**src/assert_macros.svh**
```systemverilog
// assertion helper macros shared by the slip framer rtl
// no dependencies; included by the modules that carry assertions
`ifndef ASSERT_MACROS_SVH
`define ASSERT_MACROS_SVH

// clocked check, masked while reset is high
`define ASSERT_RST(lbl, clk, rst, prop, msg) \
  lbl: assert property (@(posedge clk) disable iff (rst) prop) else $error(msg);

// clocked check that also holds during reset
`define ASSERT_ALWAYS(lbl, clk, prop, msg) \
  lbl: assert property (@(posedge clk) prop) else $error(msg);

`endif

```
**src/sfe_pkg.sv**
```systemverilog
// types and constants for the slip frame encoder
// no dependencies; imported by the interfaces and all modules
package sfe_pkg;

  typedef logic [7:0] byte_t;

  // framing and escape codes
  localparam byte_t SLIP_END     = 8'hC0;
  localparam byte_t SLIP_ESC     = 8'hDB;
  localparam byte_t SLIP_ESC_END = 8'hDC;
  localparam byte_t SLIP_ESC_ESC = 8'hDD;

  // an item expands to at most four line bytes
  localparam int MAX_RUN = 4;
  localparam int SLOT_W  = 2;

  typedef logic [SLOT_W-1:0] slot_t;

  // one queued run of line bytes, last_slot is the index of its final byte
  typedef struct packed {
    slot_t               last_slot;
    byte_t [MAX_RUN-1:0] bytes;
  } run_t;

  // queue status seen by the front and the back
  typedef struct packed {
    logic full;
    logic not_empty;
  } q_stat_t;

endpackage

```
**src/sfe_in_if.sv**
```systemverilog
// input channel: one payload byte with framing flags
// depends on sfe_pkg
interface sfe_in_if;
  import sfe_pkg::*;

  logic  valid;
  logic  ready;
  byte_t data_byte;
  logic  first_of_packet;
  logic  last_of_packet;
  logic  add_head;
  logic  add_tail;
  logic  empty_packet;

  modport source (
    output valid, data_byte, first_of_packet, last_of_packet,
    output add_head, add_tail, empty_packet,
    input  ready
  );

  modport sink (
    input  valid, data_byte, first_of_packet, last_of_packet,
    input  add_head, add_tail, empty_packet,
    output ready
  );

endinterface

```
**src/sfe_out_if.sv**
```systemverilog
// output channel: one encoded line byte with end-of-run flag
// depends on sfe_pkg
interface sfe_out_if;
  import sfe_pkg::*;

  logic  valid;
  logic  ready;
  byte_t out_byte;
  logic  last_of_run;

  modport source (
    output valid, out_byte, last_of_run,
    input  ready
  );

  modport sink (
    input  valid, out_byte, last_of_run,
    output ready
  );

endinterface

```
**src/sfe_front.sv**
```systemverilog
// front end: accepts items and expands each into a run of line bytes
// depends on sfe_pkg, sfe_in_if, assert_macros.svh
`include "assert_macros.svh"

module sfe_front (
  input  logic             clk,
  input  logic             rst,
  sfe_in_if.sink           in_ch,
  input  sfe_pkg::q_stat_t stat,
  output logic             push,
  output sfe_pkg::run_t    run
);
  import sfe_pkg::*;

  logic accept;
  logic has_head;
  logic has_tail;
  logic has_data;
  logic [SLOT_W:0] pos;

  assign in_ch.ready = !stat.full;
  assign accept      = in_ch.valid && in_ch.ready;

  // an empty packet counts as both first and last
  assign has_head = in_ch.add_head && (in_ch.first_of_packet || in_ch.empty_packet);
  assign has_tail = in_ch.add_tail && (in_ch.last_of_packet || in_ch.empty_packet);
  assign has_data = !in_ch.empty_packet;

  // lay the bytes out in transmission order
  always_comb begin
    run.bytes = '0;
    pos       = '0;
    if (has_head) begin
      run.bytes[pos[SLOT_W-1:0]] = SLIP_END;
      pos = pos + 1'b1;
    end
    if (has_data) begin
      if (in_ch.data_byte == SLIP_END) begin
        run.bytes[pos[SLOT_W-1:0]] = SLIP_ESC;
        pos = pos + 1'b1;
        run.bytes[pos[SLOT_W-1:0]] = SLIP_ESC_END;
        pos = pos + 1'b1;
      end else if (in_ch.data_byte == SLIP_ESC) begin
        run.bytes[pos[SLOT_W-1:0]] = SLIP_ESC;
        pos = pos + 1'b1;
        run.bytes[pos[SLOT_W-1:0]] = SLIP_ESC_ESC;
        pos = pos + 1'b1;
      end else begin
        run.bytes[pos[SLOT_W-1:0]] = in_ch.data_byte;
        pos = pos + 1'b1;
      end
    end
    if (has_tail) begin
      run.bytes[pos[SLOT_W-1:0]] = SLIP_END;
      pos = pos + 1'b1;
    end
    run.last_slot = SLOT_W'(pos - 1'b1);
  end

  // items that produce no bytes are consumed without queueing
  assign push = accept && (pos != '0);

  `ASSERT_RST(a_empty_no_push, clk, rst, (accept && in_ch.empty_packet && !in_ch.add_head && !in_ch.add_tail) |-> !push, "bare empty packet queued a run")
  `ASSERT_RST(a_push_room, clk, rst, push |-> !stat.full, "run pushed into a full queue")
  `ASSERT_RST(a_data_in_run, clk, rst, (push && has_data && !has_head && !has_tail && in_ch.data_byte != SLIP_END && in_ch.data_byte != SLIP_ESC) |-> (run.last_slot == '0), "plain byte run has wrong length")

endmodule

```
**src/sfe_queue.sv**
```systemverilog
// short run queue between front and back, flop based
// depends on sfe_pkg, assert_macros.svh
`include "assert_macros.svh"

module sfe_queue #(
  parameter int DEPTH = 2
) (
  input  logic              clk,
  input  logic              rst,
  input  logic              push,
  input  sfe_pkg::run_t     wr_run,
  input  logic              pop,
  output sfe_pkg::run_t     head,
  output sfe_pkg::q_stat_t  stat
);
  import sfe_pkg::*;

  localparam int AW    = (DEPTH > 1) ? $clog2(DEPTH) : 1;
  localparam int CNT_W = $clog2(DEPTH + 1);

  run_t             entries [DEPTH];
  logic [AW-1:0]    wr_ptr;
  logic [AW-1:0]    rd_ptr;
  logic [CNT_W-1:0] count;

  assign head           = entries[rd_ptr];
  assign stat.full      = (count == CNT_W'(DEPTH));
  assign stat.not_empty = (count != '0);

  // pointers and fill count
  always_ff @(posedge clk) begin
    if (rst) begin
      wr_ptr <= '0;
      rd_ptr <= '0;
      count  <= '0;
    end else begin
      if (push) begin
        wr_ptr <= (wr_ptr == AW'(DEPTH - 1)) ? '0 : wr_ptr + 1'b1;
      end
      if (pop) begin
        rd_ptr <= (rd_ptr == AW'(DEPTH - 1)) ? '0 : rd_ptr + 1'b1;
      end
      if (push && !pop) begin
        count <= count + 1'b1;
      end else if (pop && !push) begin
        count <= count - 1'b1;
      end
    end
  end

  // entry storage
  always_ff @(posedge clk) begin
    if (push) begin
      entries[wr_ptr] <= wr_run;
    end
  end

  // count is unknown before the first reset edge, so reset covers it
  `ASSERT_ALWAYS(a_count_range, clk, rst || (count <= CNT_W'(DEPTH)),
                 "queue count out of range")
  `ASSERT_RST(a_pop_valid, clk, rst, pop |-> stat.not_empty, "pop from an empty queue")
  `ASSERT_RST(a_count_up, clk, rst,
              (push && !pop) |=> (count == CNT_W'($past(count) + 1'b1)),
              "count missed a push")

endmodule

```
**src/sfe_back.sv**
```systemverilog
// back end: sends the queued runs one byte per cycle through an output register while out_ch is not stalled
// depends on sfe_pkg, sfe_out_if, assert_macros.svh
`include "assert_macros.svh"

module sfe_back (
  input  logic             clk,
  input  logic             rst,
  input  sfe_pkg::run_t    head,
  input  sfe_pkg::q_stat_t stat,
  output logic             pop,
  sfe_out_if.source        out_ch
);
  import sfe_pkg::*;

  slot_t slot;
  logic  out_valid;
  byte_t out_byte;
  logic  out_last;
  logic  load;
  logic  take;
  logic  run_done;

  assign load     = !out_valid || out_ch.ready;
  assign take     = load && stat.not_empty;
  assign run_done = (slot == head.last_slot);
  assign pop      = take && run_done;

  assign out_ch.valid       = out_valid;
  assign out_ch.out_byte    = out_byte;
  assign out_ch.last_of_run = out_last;

  // output valid and position within the current run
  always_ff @(posedge clk) begin
    if (rst) begin
      out_valid <= 1'b0;
      slot      <= '0;
    end else if (load) begin
      out_valid <= stat.not_empty;
      if (take) begin
        slot <= run_done ? '0 : slot + 1'b1;
      end
    end
  end

  // output payload
  always_ff @(posedge clk) begin
    if (take) begin
      out_byte <= head.bytes[slot];
      out_last <= run_done;
    end
  end

  `ASSERT_RST(a_pop_resets_slot, clk, rst, pop |=> (slot == '0), "slot not rewound after a run")
  `ASSERT_RST(a_last_marks_pop, clk, rst, take |=> (out_last == $past(pop)), "end-of-run flag out of step with pop")
  `ASSERT_RST(a_slot_in_run, clk, rst, stat.not_empty |-> (slot <= head.last_slot), "slot ran past the end of the run")

endmodule

```
**src/slip_frame_encoder_top.sv**
```systemverilog
// A byte passes through a queue entry and then the output register after its item is
// accepted. Throughput: one line byte per cycle while out_ch is not stalled, bounded by
// the output register; an item expands to 1 to 4 line bytes (0 for a bare empty packet).
// Items enter one per cycle while the run queue has room.
// Reset (rst, synchronous) empties the queue and clears the output valid and byte slot.
// depends on sfe_pkg, sfe_in_if, sfe_out_if, sfe_front, sfe_queue, sfe_back
module slip_frame_encoder_top #(
  parameter int QUEUE_DEPTH = 2
) (
  input  logic      clk,
  input  logic      rst,
  sfe_in_if.sink    in_ch,
  sfe_out_if.source out_ch
);
  import sfe_pkg::*;

  logic    push;
  logic    pop;
  run_t    wr_run;
  run_t    head;
  q_stat_t stat;

  // classify and expand incoming items
  sfe_front u_front (
    .clk   (clk),
    .rst   (rst),
    .in_ch (in_ch),
    .stat  (stat),
    .push  (push),
    .run   (wr_run)
  );

  // decouple front from back
  sfe_queue #(
    .DEPTH (QUEUE_DEPTH)
  ) u_queue (
    .clk    (clk),
    .rst    (rst),
    .push   (push),
    .wr_run (wr_run),
    .pop    (pop),
    .head   (head),
    .stat   (stat)
  );

  // serialize runs onto the line
  sfe_back u_back (
    .clk    (clk),
    .rst    (rst),
    .head   (head),
    .stat   (stat),
    .pop    (pop),
    .out_ch (out_ch)
  );

endmodule
```
**src/flat_wrapper.sv**
```systemverilog
// flat-port wrapper written by rule: the top's interface ports become plain ports
module slip_frame_encoder_top_flat import sfe_pkg::*;
#(
  parameter int QUEUE_DEPTH = 2
)
  (clk, rst, in_ch_valid, in_ch_data_byte, in_ch_first_of_packet, in_ch_last_of_packet, in_ch_add_head, in_ch_add_tail, in_ch_empty_packet, in_ch_ready, out_ch_valid, out_ch_out_byte, out_ch_last_of_run, out_ch_ready);
  sfe_in_if in_ch_i ();
  sfe_out_if out_ch_i ();
  input  logic clk;
  input  logic rst;
  input wire logic [$bits(in_ch_i.valid)-1:0] in_ch_valid;
  input wire logic [$bits(in_ch_i.data_byte)-1:0] in_ch_data_byte;
  input wire logic [$bits(in_ch_i.first_of_packet)-1:0] in_ch_first_of_packet;
  input wire logic [$bits(in_ch_i.last_of_packet)-1:0] in_ch_last_of_packet;
  input wire logic [$bits(in_ch_i.add_head)-1:0] in_ch_add_head;
  input wire logic [$bits(in_ch_i.add_tail)-1:0] in_ch_add_tail;
  input wire logic [$bits(in_ch_i.empty_packet)-1:0] in_ch_empty_packet;
  output wire logic [$bits(in_ch_i.ready)-1:0] in_ch_ready;
  output wire logic [$bits(out_ch_i.valid)-1:0] out_ch_valid;
  output wire logic [$bits(out_ch_i.out_byte)-1:0] out_ch_out_byte;
  output wire logic [$bits(out_ch_i.last_of_run)-1:0] out_ch_last_of_run;
  input wire logic [$bits(out_ch_i.ready)-1:0] out_ch_ready;
  assign in_ch_i.valid = in_ch_valid;
  assign in_ch_i.data_byte = in_ch_data_byte;
  assign in_ch_i.first_of_packet = in_ch_first_of_packet;
  assign in_ch_i.last_of_packet = in_ch_last_of_packet;
  assign in_ch_i.add_head = in_ch_add_head;
  assign in_ch_i.add_tail = in_ch_add_tail;
  assign in_ch_i.empty_packet = in_ch_empty_packet;
  assign in_ch_ready = in_ch_i.ready;
  assign out_ch_valid = out_ch_i.valid;
  assign out_ch_out_byte = out_ch_i.out_byte;
  assign out_ch_last_of_run = out_ch_i.last_of_run;
  assign out_ch_i.ready = out_ch_ready;
  slip_frame_encoder_top #(.QUEUE_DEPTH(QUEUE_DEPTH)) u_core (.clk(clk), .rst(rst), .in_ch(in_ch_i), .out_ch(out_ch_i));
endmodule
```
**config.mk**
```make
export PLATFORM = sky130hd
export DESIGN_NAME = slip_frame_encoder_top_flat
export DESIGN_NICKNAME = d
export VERILOG_FILES = /design/src/sfe_pkg.sv /design/src/sfe_in_if.sv /design/src/sfe_out_if.sv /design/src/sfe_front.sv /design/src/sfe_queue.sv /design/src/sfe_back.sv /design/src/slip_frame_encoder_top.sv /design/src/flat_wrapper.sv
export VERILOG_INCLUDE_DIRS = /design/src /design/src/src
export SDC_FILE = /design/constraint.sdc
export NUM_CORES = 1
export LEC_CHECK = 0
export ABC_AREA = 1
export BUFFER_PORTS_ARGS = -buffer_cell sky130_fd_sc_hd__buf_2
export CAP_MARGIN = 15
export CORE_ASPECT_RATIO = 0.8
export CORE_MARGIN = 2
export CORE_UTILIZATION = 58
export CTS_BUF_LIST = sky130_fd_sc_hd__clkbuf_16
export CTS_CLUSTER_SIZE = 20
export DETAILED_ROUTE_END_ITERATION = 10
export PLACE_DENSITY = 0.78
export SKIP_LAST_GASP = 1
export SYNTH_ARGS = -nofsm -noshare
export SYNTH_HDL_FRONTEND = slang
export SYNTH_SLANG_ARGS = --single-unit
```
**constraint.sdc**
```tcl
create_clock -name clk -period 4 [get_ports clk]
set_input_delay 0.6 -clock clk [delete_from_list [all_inputs] [get_ports clk]]
set_output_delay 0.6 -clock clk [all_outputs]
set_load 0.1 [all_outputs]
```
# After elaboration in Yosys (flattened, before gate mapping)
# Memory sizes are Yosys's and may differ from the RTL's. A register that Yosys moved wholly into a read port is not among the register bits.
# Cells that the tools add are included.
[classes]
add_sub_neg = 9
order_cmp = 7
eq_ne = 4
n_mux = 28
bitwise = 12
n_reduce_logical = 22
[op_table]
columns = ["operator", "count"]
rows = [
  ["2-to-1 mux 32 bit", 4],
  ["demux 8 bit (select 2 bit)", 3],
  ["2-to-1 mux 8 bit", 5],
  ["bitwise mux 32 bit", 1],
  ["AND 24 bit", 1],
  ["inverter 24 bit", 1],
  ["OR 24 bit", 1],
  ["OR 6 x 24 -> 24 bit", 1],
  ["OR 20 bit", 1],
  ["binary-select mux 8 bit (select 2 bit)", 1],
  ["equality test 8 bit, second input constant", 2],
  ["inverter 8 bit", 2],
  ["AND 12 bit", 1],
  ["less-than comparator 2 x 3 -> 1 bit, second input constant", 4],
  ["2-to-1 mux 3 bit", 4],
  ["inverter 12 bit", 1],
  ["logical AND 1 bit", 11],
  ["adder 3 x 1 -> 3 bit, second input constant", 3],
  ["AND 2 x 8 -> 8 bit", 1],
  ["AND 8 bit", 1],
  ["OR 8 bit", 1],
  ["2-to-1 mux 1 bit", 7],
  [">= comparator 2 x 1 -> 1 bit, second input constant", 3],
  ["2-to-1 mux 2 bit", 3],
  ["10 further kinds", 19],
]
[word_totals]
ff_bits = 16
ramBits = 68
inputBits = 17
n_memories = 1
[memory_table]
columns = ["memory", "words", "width", "rd", "rd_ports_with_merged_regs", "write_ports", "line", "rtl"]
rows = [
  ["u_core.u_queue.entries", 2, 34, 1, 1, 1, "sfe_queue.sv:21", "run_t entries [DEPTH];"],
]

# Logic depth before layout (Yosys ltp)
[logic_depth]
word_depth = 16
mapped_depth = 20
mapped_depth_nobuf = 20

# Modules after synthesis
# From an unflattened synthesis, not the netlist that was laid out.
[hier_totals]
cells_unflattened = 335
area_unflattened_um2 = 4180.3
[modules_own_cells]
columns = ["module", "instances", "cells_per_inst", "area_each_um2"]
rows = [
  ["sfe_queue", 1, 139, 2835.2],
  ["sfe_back", 1, 86, 719.4],
  ["sfe_front", 1, 110, 625.6],
]

# Worst setup path before layout
# OpenSTA, ideal clock, no wires.
[synth_path]
kind = "input port to flip-flop"
start = "input in_ch_empty_packet"
end = "memory u_core.u_queue.entries[0][0] (netlist name) (enable)"
setup_time_ns = 0.401
t_arrival_ns = 3.183
t_required_ns = 3.599
setup_slack_ns = 0.417
cell_stages = 14
path_buffers = 2
cell_sequence = "buf_6 -> o21ai_1 -> buf_4 -> ha_1 -> nand3_2 -> nand2_1 -> inv_1 -> ha_1 -> nand2_1 -> o21ai_0 -> ha_1 -> o21ai_0 -> nand2_1 -> nor2_1"
[synth_via]
elab_chain_len = 14
word_cells_on_any_way = 16
classes_between = "add/sub (3); mux (7); reduce/logical (6)"
[synth_rtl]
columns = ["item", "line", "rtl"]
rows = [
  ["start: declaration", "flat_wrapper.sv:17", "input wire logic [$bits(in_ch_i.empty_packet)-1:0] in_ch_empty_packet;"],
  ["logical OR 1 bit", "sfe_front.sv:25", "assign has_head = in_ch.add_head && (in_ch.first_of_packet || in_ch.empty_packet);"],
  ["logical AND 1 bit", "sfe_front.sv:25", ""],
  ["2-to-1 mux 1 bit", "sfe_front.sv:33", "if (has_head) begin"],
  ["adder 3 x 1 -> 3 bit", "sfe_front.sv:40, sfe_front.sv:45, sfe_front.sv:50", ""],
  ["adder 3 x 1 -> 3 bit", "sfe_front.sv:42, sfe_front.sv:47", ""],
  ["2-to-1 mux 3 bit", "sfe_front.sv:43", "end else if (in_ch.data_byte == SLIP_ESC) begin"],
  ["2-to-1 mux 3 bit", "sfe_front.sv:38", "if (in_ch.data_byte == SLIP_END) begin"],
  ["2-to-1 mux 3 bit", "sfe_front.sv:37", "if (has_data) begin"],
  ["adder 3 x 1 -> 3 bit", "sfe_front.sv:55", "pos = pos + 1'b1;"],
  ["2-to-1 mux 3 bit *", "sfe_front.sv:53", "if (has_tail) begin"],
  ["nonzero test 3 bit *", "sfe_front.sv:61", "assign push = accept && (pos != '0);"],
  ["logical AND 1 bit *", "sfe_front.sv:61", ""],
  ["2-to-1 mux 1 bit *", "sfe_queue.sv:53", "if (push) begin"],
  ["2-to-1 mux 1 bit (implied by the code) *", "sfe_queue.sv:54", "entries[wr_ptr] <= wr_run;"],
  ["end: declaration", "sfe_queue.sv:21", ""],
]
# Mark *: on every way between the ends. The rest lies on a longest branch, timed or not.

# Worst setup path after layout
[layout_path]
start = "input in_ch_data_byte[4]"
end = "register u_core.u_queue.count[1]"
[layout_via]
elab_chain_len = 11
word_cells_on_any_way = 14
classes_between = "add/sub (1); eq/ne (2); mux (5); reduce/logical (6)"
[layout_rtl]
columns = ["item", "line", "rtl"]
rows = [
  ["start: declaration", "flat_wrapper.sv:12", "input wire logic [$bits(in_ch_i.data_byte)-1:0] in_ch_data_byte;"],
  ["equality test 8 bit", "sfe_front.sv:43", ""],
  ["2-to-1 mux 3 bit", "sfe_front.sv:43", ""],
  ["2-to-1 mux 3 bit *", "sfe_front.sv:38", ""],
  ["2-to-1 mux 3 bit *", "sfe_front.sv:37", ""],
  ["adder 3 x 1 -> 3 bit", "sfe_front.sv:55", ""],
  ["2-to-1 mux 3 bit *", "sfe_front.sv:53", ""],
  ["nonzero test 3 bit *", "sfe_front.sv:61", ""],
  ["logical AND 1 bit *", "sfe_front.sv:61", ""],
  ["via u_core.push", "slip_frame_encoder_top.sv:17", "logic push;"],
  ["zero test 1 bit", "sfe_queue.sv:45", "end else if (pop && !push) begin"],
  ["logical AND 1 bit", "sfe_queue.sv:45", ""],
  ["nonzero test 2 bit (no line)", "-", ""],
  ["end signal: assignment", "sfe_queue.sv:44", "count <= count + 1'b1;"],
  ["end signal: assignment", "sfe_queue.sv:46", "count <= count - 1'b1;"],
  ["end: declaration", "sfe_queue.sv:24", "logic [CNT_W-1:0] count;"],
]
# Mark *: on every way through the listed nets, which the timed path passes. The rest lies on a longest branch.
# A chain may end at the register's enable or synchronous reset.

==> summary.md <==
The flow ran to the end, and the final reports show no timing, DRC or antenna violations. For this run, design rule violations remaining after detail routing come to 0. The maximum achievable frequency was 0.3225 GHz. The count of flip-flops with a built-in enable after synthesis was 53; the starting density of the core was 61.47%. The share of the Yosys chip area taken by registers is 60.90%.

The floorplan step set the die width to 82.74 microns. Setup repair after global routing left no endpoint under its margin. Counting every sink on the clock net gives 61.

After floorplanning, the core was sized to cover 4679 sq um. At the end of routability-driven placement, the weighted congestion stood at 0.8804. In this design, the stage delay of the slowest critical-path cell is 320 ps.

Hold repair after CTS inserted 0 buffers. The logic depth of the worst path, buffers included is 21, and the cell count of the worst reg-to-reg path is 12. The sum of buffers and inverters on the critical path is 4, and the cell count after synthesis is 298. Yosys mapped the design onto 27 distinct sky130hd cell types. Among all stages on the critical path, the largest delay is contributed by nand3_1. The number of antenna diodes in the final layout is 0. The setup path with the least slack is of type input port to flop. The setup skew after layout is 5.889 ps, and the net count of the mapped netlist is 322. The count of pins over their slew limit is 0, and the total power per unit cell area is 820.5 nW/um^2.

The worst hold path begins at rst. The maximum number of pins on one net before global-route repair was 25. The detailed-route wire length per cell was 14.56 microns. The number of setup buffers added after CTS is 0. By area the synthesized netlist is led by edfxtp_1, nand2_1, dfxtp_1. Setup violations remaining at the end of the flow were counted as 0. From synthesis to final layout, the design area changed by 17.31%. On the critical path the largest part of the delay comes from simple AND/OR/NAND/NOR gates. For the number of antenna violations at the first check in global routing, the log shows 0.

The run gives 0 as the number of antenna-violating nets in the routed design. The area of the die came out at 5542 sq um. Number of storage elements in the synthesis netlist: 61. The cell that appears most often on the critical path is nand2_1. Setup total negative slack on the finished layout was measured at 0 ps. The post-route netlist has 16.32% of its cells at a drive strength greater than 1.

Worst hold-check path type: input port to flop. After detailed routing, the number of vias per cell comes to 5.423. STA classifies the critical path endpoint as a flop. Summing internal, switching and leakage power gives 2.769 mW. At the worst endpoint, the arrival time is 3310 ps. Counting flops with an async set or reset pin after synthesis yields a share of 0%. The source-to-sink clock delay at the later pin of the worst-skew pair is 330 ps, and the total number of placement rows is 22. The average cell area after synthesis works out to 9.653 sq um. The layout filler cell count came out at 343.

TritonCTS built the clock tree. The logs give 232 for the first-iteration detailed-routing DRC count and 2018 for the via count of the first global-routing pass. Worst-case hold path end point: u_core.u_back.out_ch.valid.

Summed over its instances, the top area cell type makes up 55.33% of the synthesized netlist area. The routed design has 5781 microns of wire. The library cell with the largest summed area after synthesis was edfxtp_1. Clock-pin slew was measured on the worst setup and hold paths at 50 ps.

In this run the static leakage power is 1.482 nW. The worst-case clock buffer depth was 2. In this run the worst path has a maximum fanout of 12. The number of H-tree branching levels is 3, and the die extent in y is 66.99 microns.

Global routing consumed, over all layers together, 24.31% of the routing resources. After synthesis the cells add up to 2877 sq um. I/O pin count: 28.

The first global-routing pass estimated 9556 microns of wire. Across all register-to-register paths, the minimum setup slack is 1740 ps. The buffer type at the clock tree root is clkbuf_16. The most used flip-flop cell after synthesis is edfxtp_1. The number of maximum-capacitance violations is 0, and the slew at the pin with the worst max-slew slack is 740.5 ps. nand2_1 is the most common cell in the netlist.

The run gives 0 as the number of resized instances in the post-cts repair step. The final hold violation count is 0. The tools report the startpoint class of the critical path as an input port. Headroom to the max-slew limit came out at 50.64%. Net count of the finished layout: 356. For the via count of the routed design, the log shows 2153.

Counting instances, the worst hold path has a depth of 2. After synthesis, the most frequently instantiated cells are nand2_1, edfxtp_1, nor2_1. Traced cell by cell, the critical path runs through buf_2, inv_1, nand2_1, nor2_1, nand3_1, nand2_1, nand2_1, nand2_1, inv_1, ha_1, nand2_1, o21ai_0, ha_1, o21ai_0, nand2_1, inv_1, ha_1, a21oi_1, o21ai_0, o21ai_0, a21oi_1. The capture instance of the worst register-to-register path was u_core.u_queue.count[1]. The worst-case IR drop observed on VDD is 641.1 uV. The number of clock buffers added by TritonCTS is 9. Yosys printed 0 warnings. Of the available clock period, the critical path in the final layout requires 77.52%.

Summed over all layers, the global routing overflow is 0. The count of buffers added on input and output ports is 27. The HPWL after detailed placement is 3916 microns. The worst path in the final design needs a cycle of 3101 ps, including I/O delays and setup. The logs give 4210 ps for the data required time of the worst path and 5 for the number of detailed-routing iterations run before antenna repair.
power by group:
part	internal (mW)	switching [mW]
registers	0.890	0.0423
logic	0.205	0.845
clock network	0.535	0.251
kinds of logic (layout without fill, tap and decap cells):
kind of cell | after synthesis | count (layout) | synth area share [%]
AND/OR/NAND/NOR | 137 | 137 | 19.88
adder cells (fa/ha/maj) | 7 | 7 | 3.045
AO/OA/AOI/OAI | 43 | 43 | 8.700
flip-flops | 61 | 61 | 60.90
buffers and inverters | 49 | 88 | 7.177
XOR/XNOR | 1 | 1 | 0.3045
layer usage:
layer,track usage [%],part of all wire (%)
met1,34.25,47
met2,36.39,45
met3,6.911,6.6
met4,7.582,1.2
met5,0,0
how the worst max path moves through the flow:
stage | to | start | slack [ps]
5_1_grt | u_core.u_queue.count[1] | in_ch_data_byte[4] | 430
2_1_floorplan | u_core.u_queue.entries[0][0] | in_ch_empty_packet | 420
4_1_cts | u_core.u_queue.count[1] | in_ch_data_byte[4] | 920
3_5_place_dp | u_core.u_queue.count[1] | in_ch_data_byte[4] | 580
6_report | u_core.u_queue.count[1] | in_ch_data_byte[4] | 900
3_3_place_gp | u_core.u_queue.count[1] | in_ch_data_byte[4] | 720
cells in the final DEF (no fill, tap or decap), types with 7 or more instances in the layout:
| master | count |
|---|---|
| nand2_1 | 66 |
| edfxtp_1 | 53 |
| inv_1 | 37 |
| nor2_1 | 37 |
| buf_2 | 27 |
| nand3_1 | 23 |
| o21ai_0 | 19 |
| a21oi_1 | 11 |
| clkbuf_16 | 9 |
| dfxtp_1 | 8 |
| ha_1 | 7 |
metrics by stage:
stage	util [%]	hold slack [ps]	instances	worst slack (ps)	area, sq um
after CTS	72.11	447.8	397	920.4	3374
after floorplan	-	461.7	298	416.7	2877
after detailed placement	65.56	498.0	381	583.4	3068
final	72.11	456.2	397	899.1	3374
after global placement	65.56	488.1	381	720.6	3068
after global routing	72.11	458.6	397	433.4	3374
area by class of cell:
class	count	area (sq um)	area share (%)
sequential	61	1752	51.91
tap	60	75.07	2.225
inverter	40	150.1	4.449
multi-input combinational	188	918.4	27.22
clock buffer	9	225.2	6.674
clock inverter	7	81.33	2.410
timing repair buffer	32	172.7	5.117
registers in the layout, indices dropped and copies added (netlist names), named ones only:
signal	flops
u_core.u_queue.entries	44
u_core.u_queue.count	2
u_core.u_back.out_ch.last_of_run	1
u_core.u_back.out_ch.out_byte	8
u_core.u_back.slot	2
u_core.u_queue.wr_ptr	1
u_core.u_back.out_ch.valid	1
u_core.u_queue.rd_ptr	1
worst reg2reg max path, stage by stage, from the launching register on:
cell and delay [ps]:
dfxtp_1 290, buf_4 210, inv_2 330, nand2_1 140, nand2_1 80, nand2_1 50, nand2_1 130, nand3_2 120
ha_1 360, a21oi_1 120, o21ai_0 110, o21ai_0 160, a21oi_1 50
No activity file was read; power rests on OpenSTA's default activity.
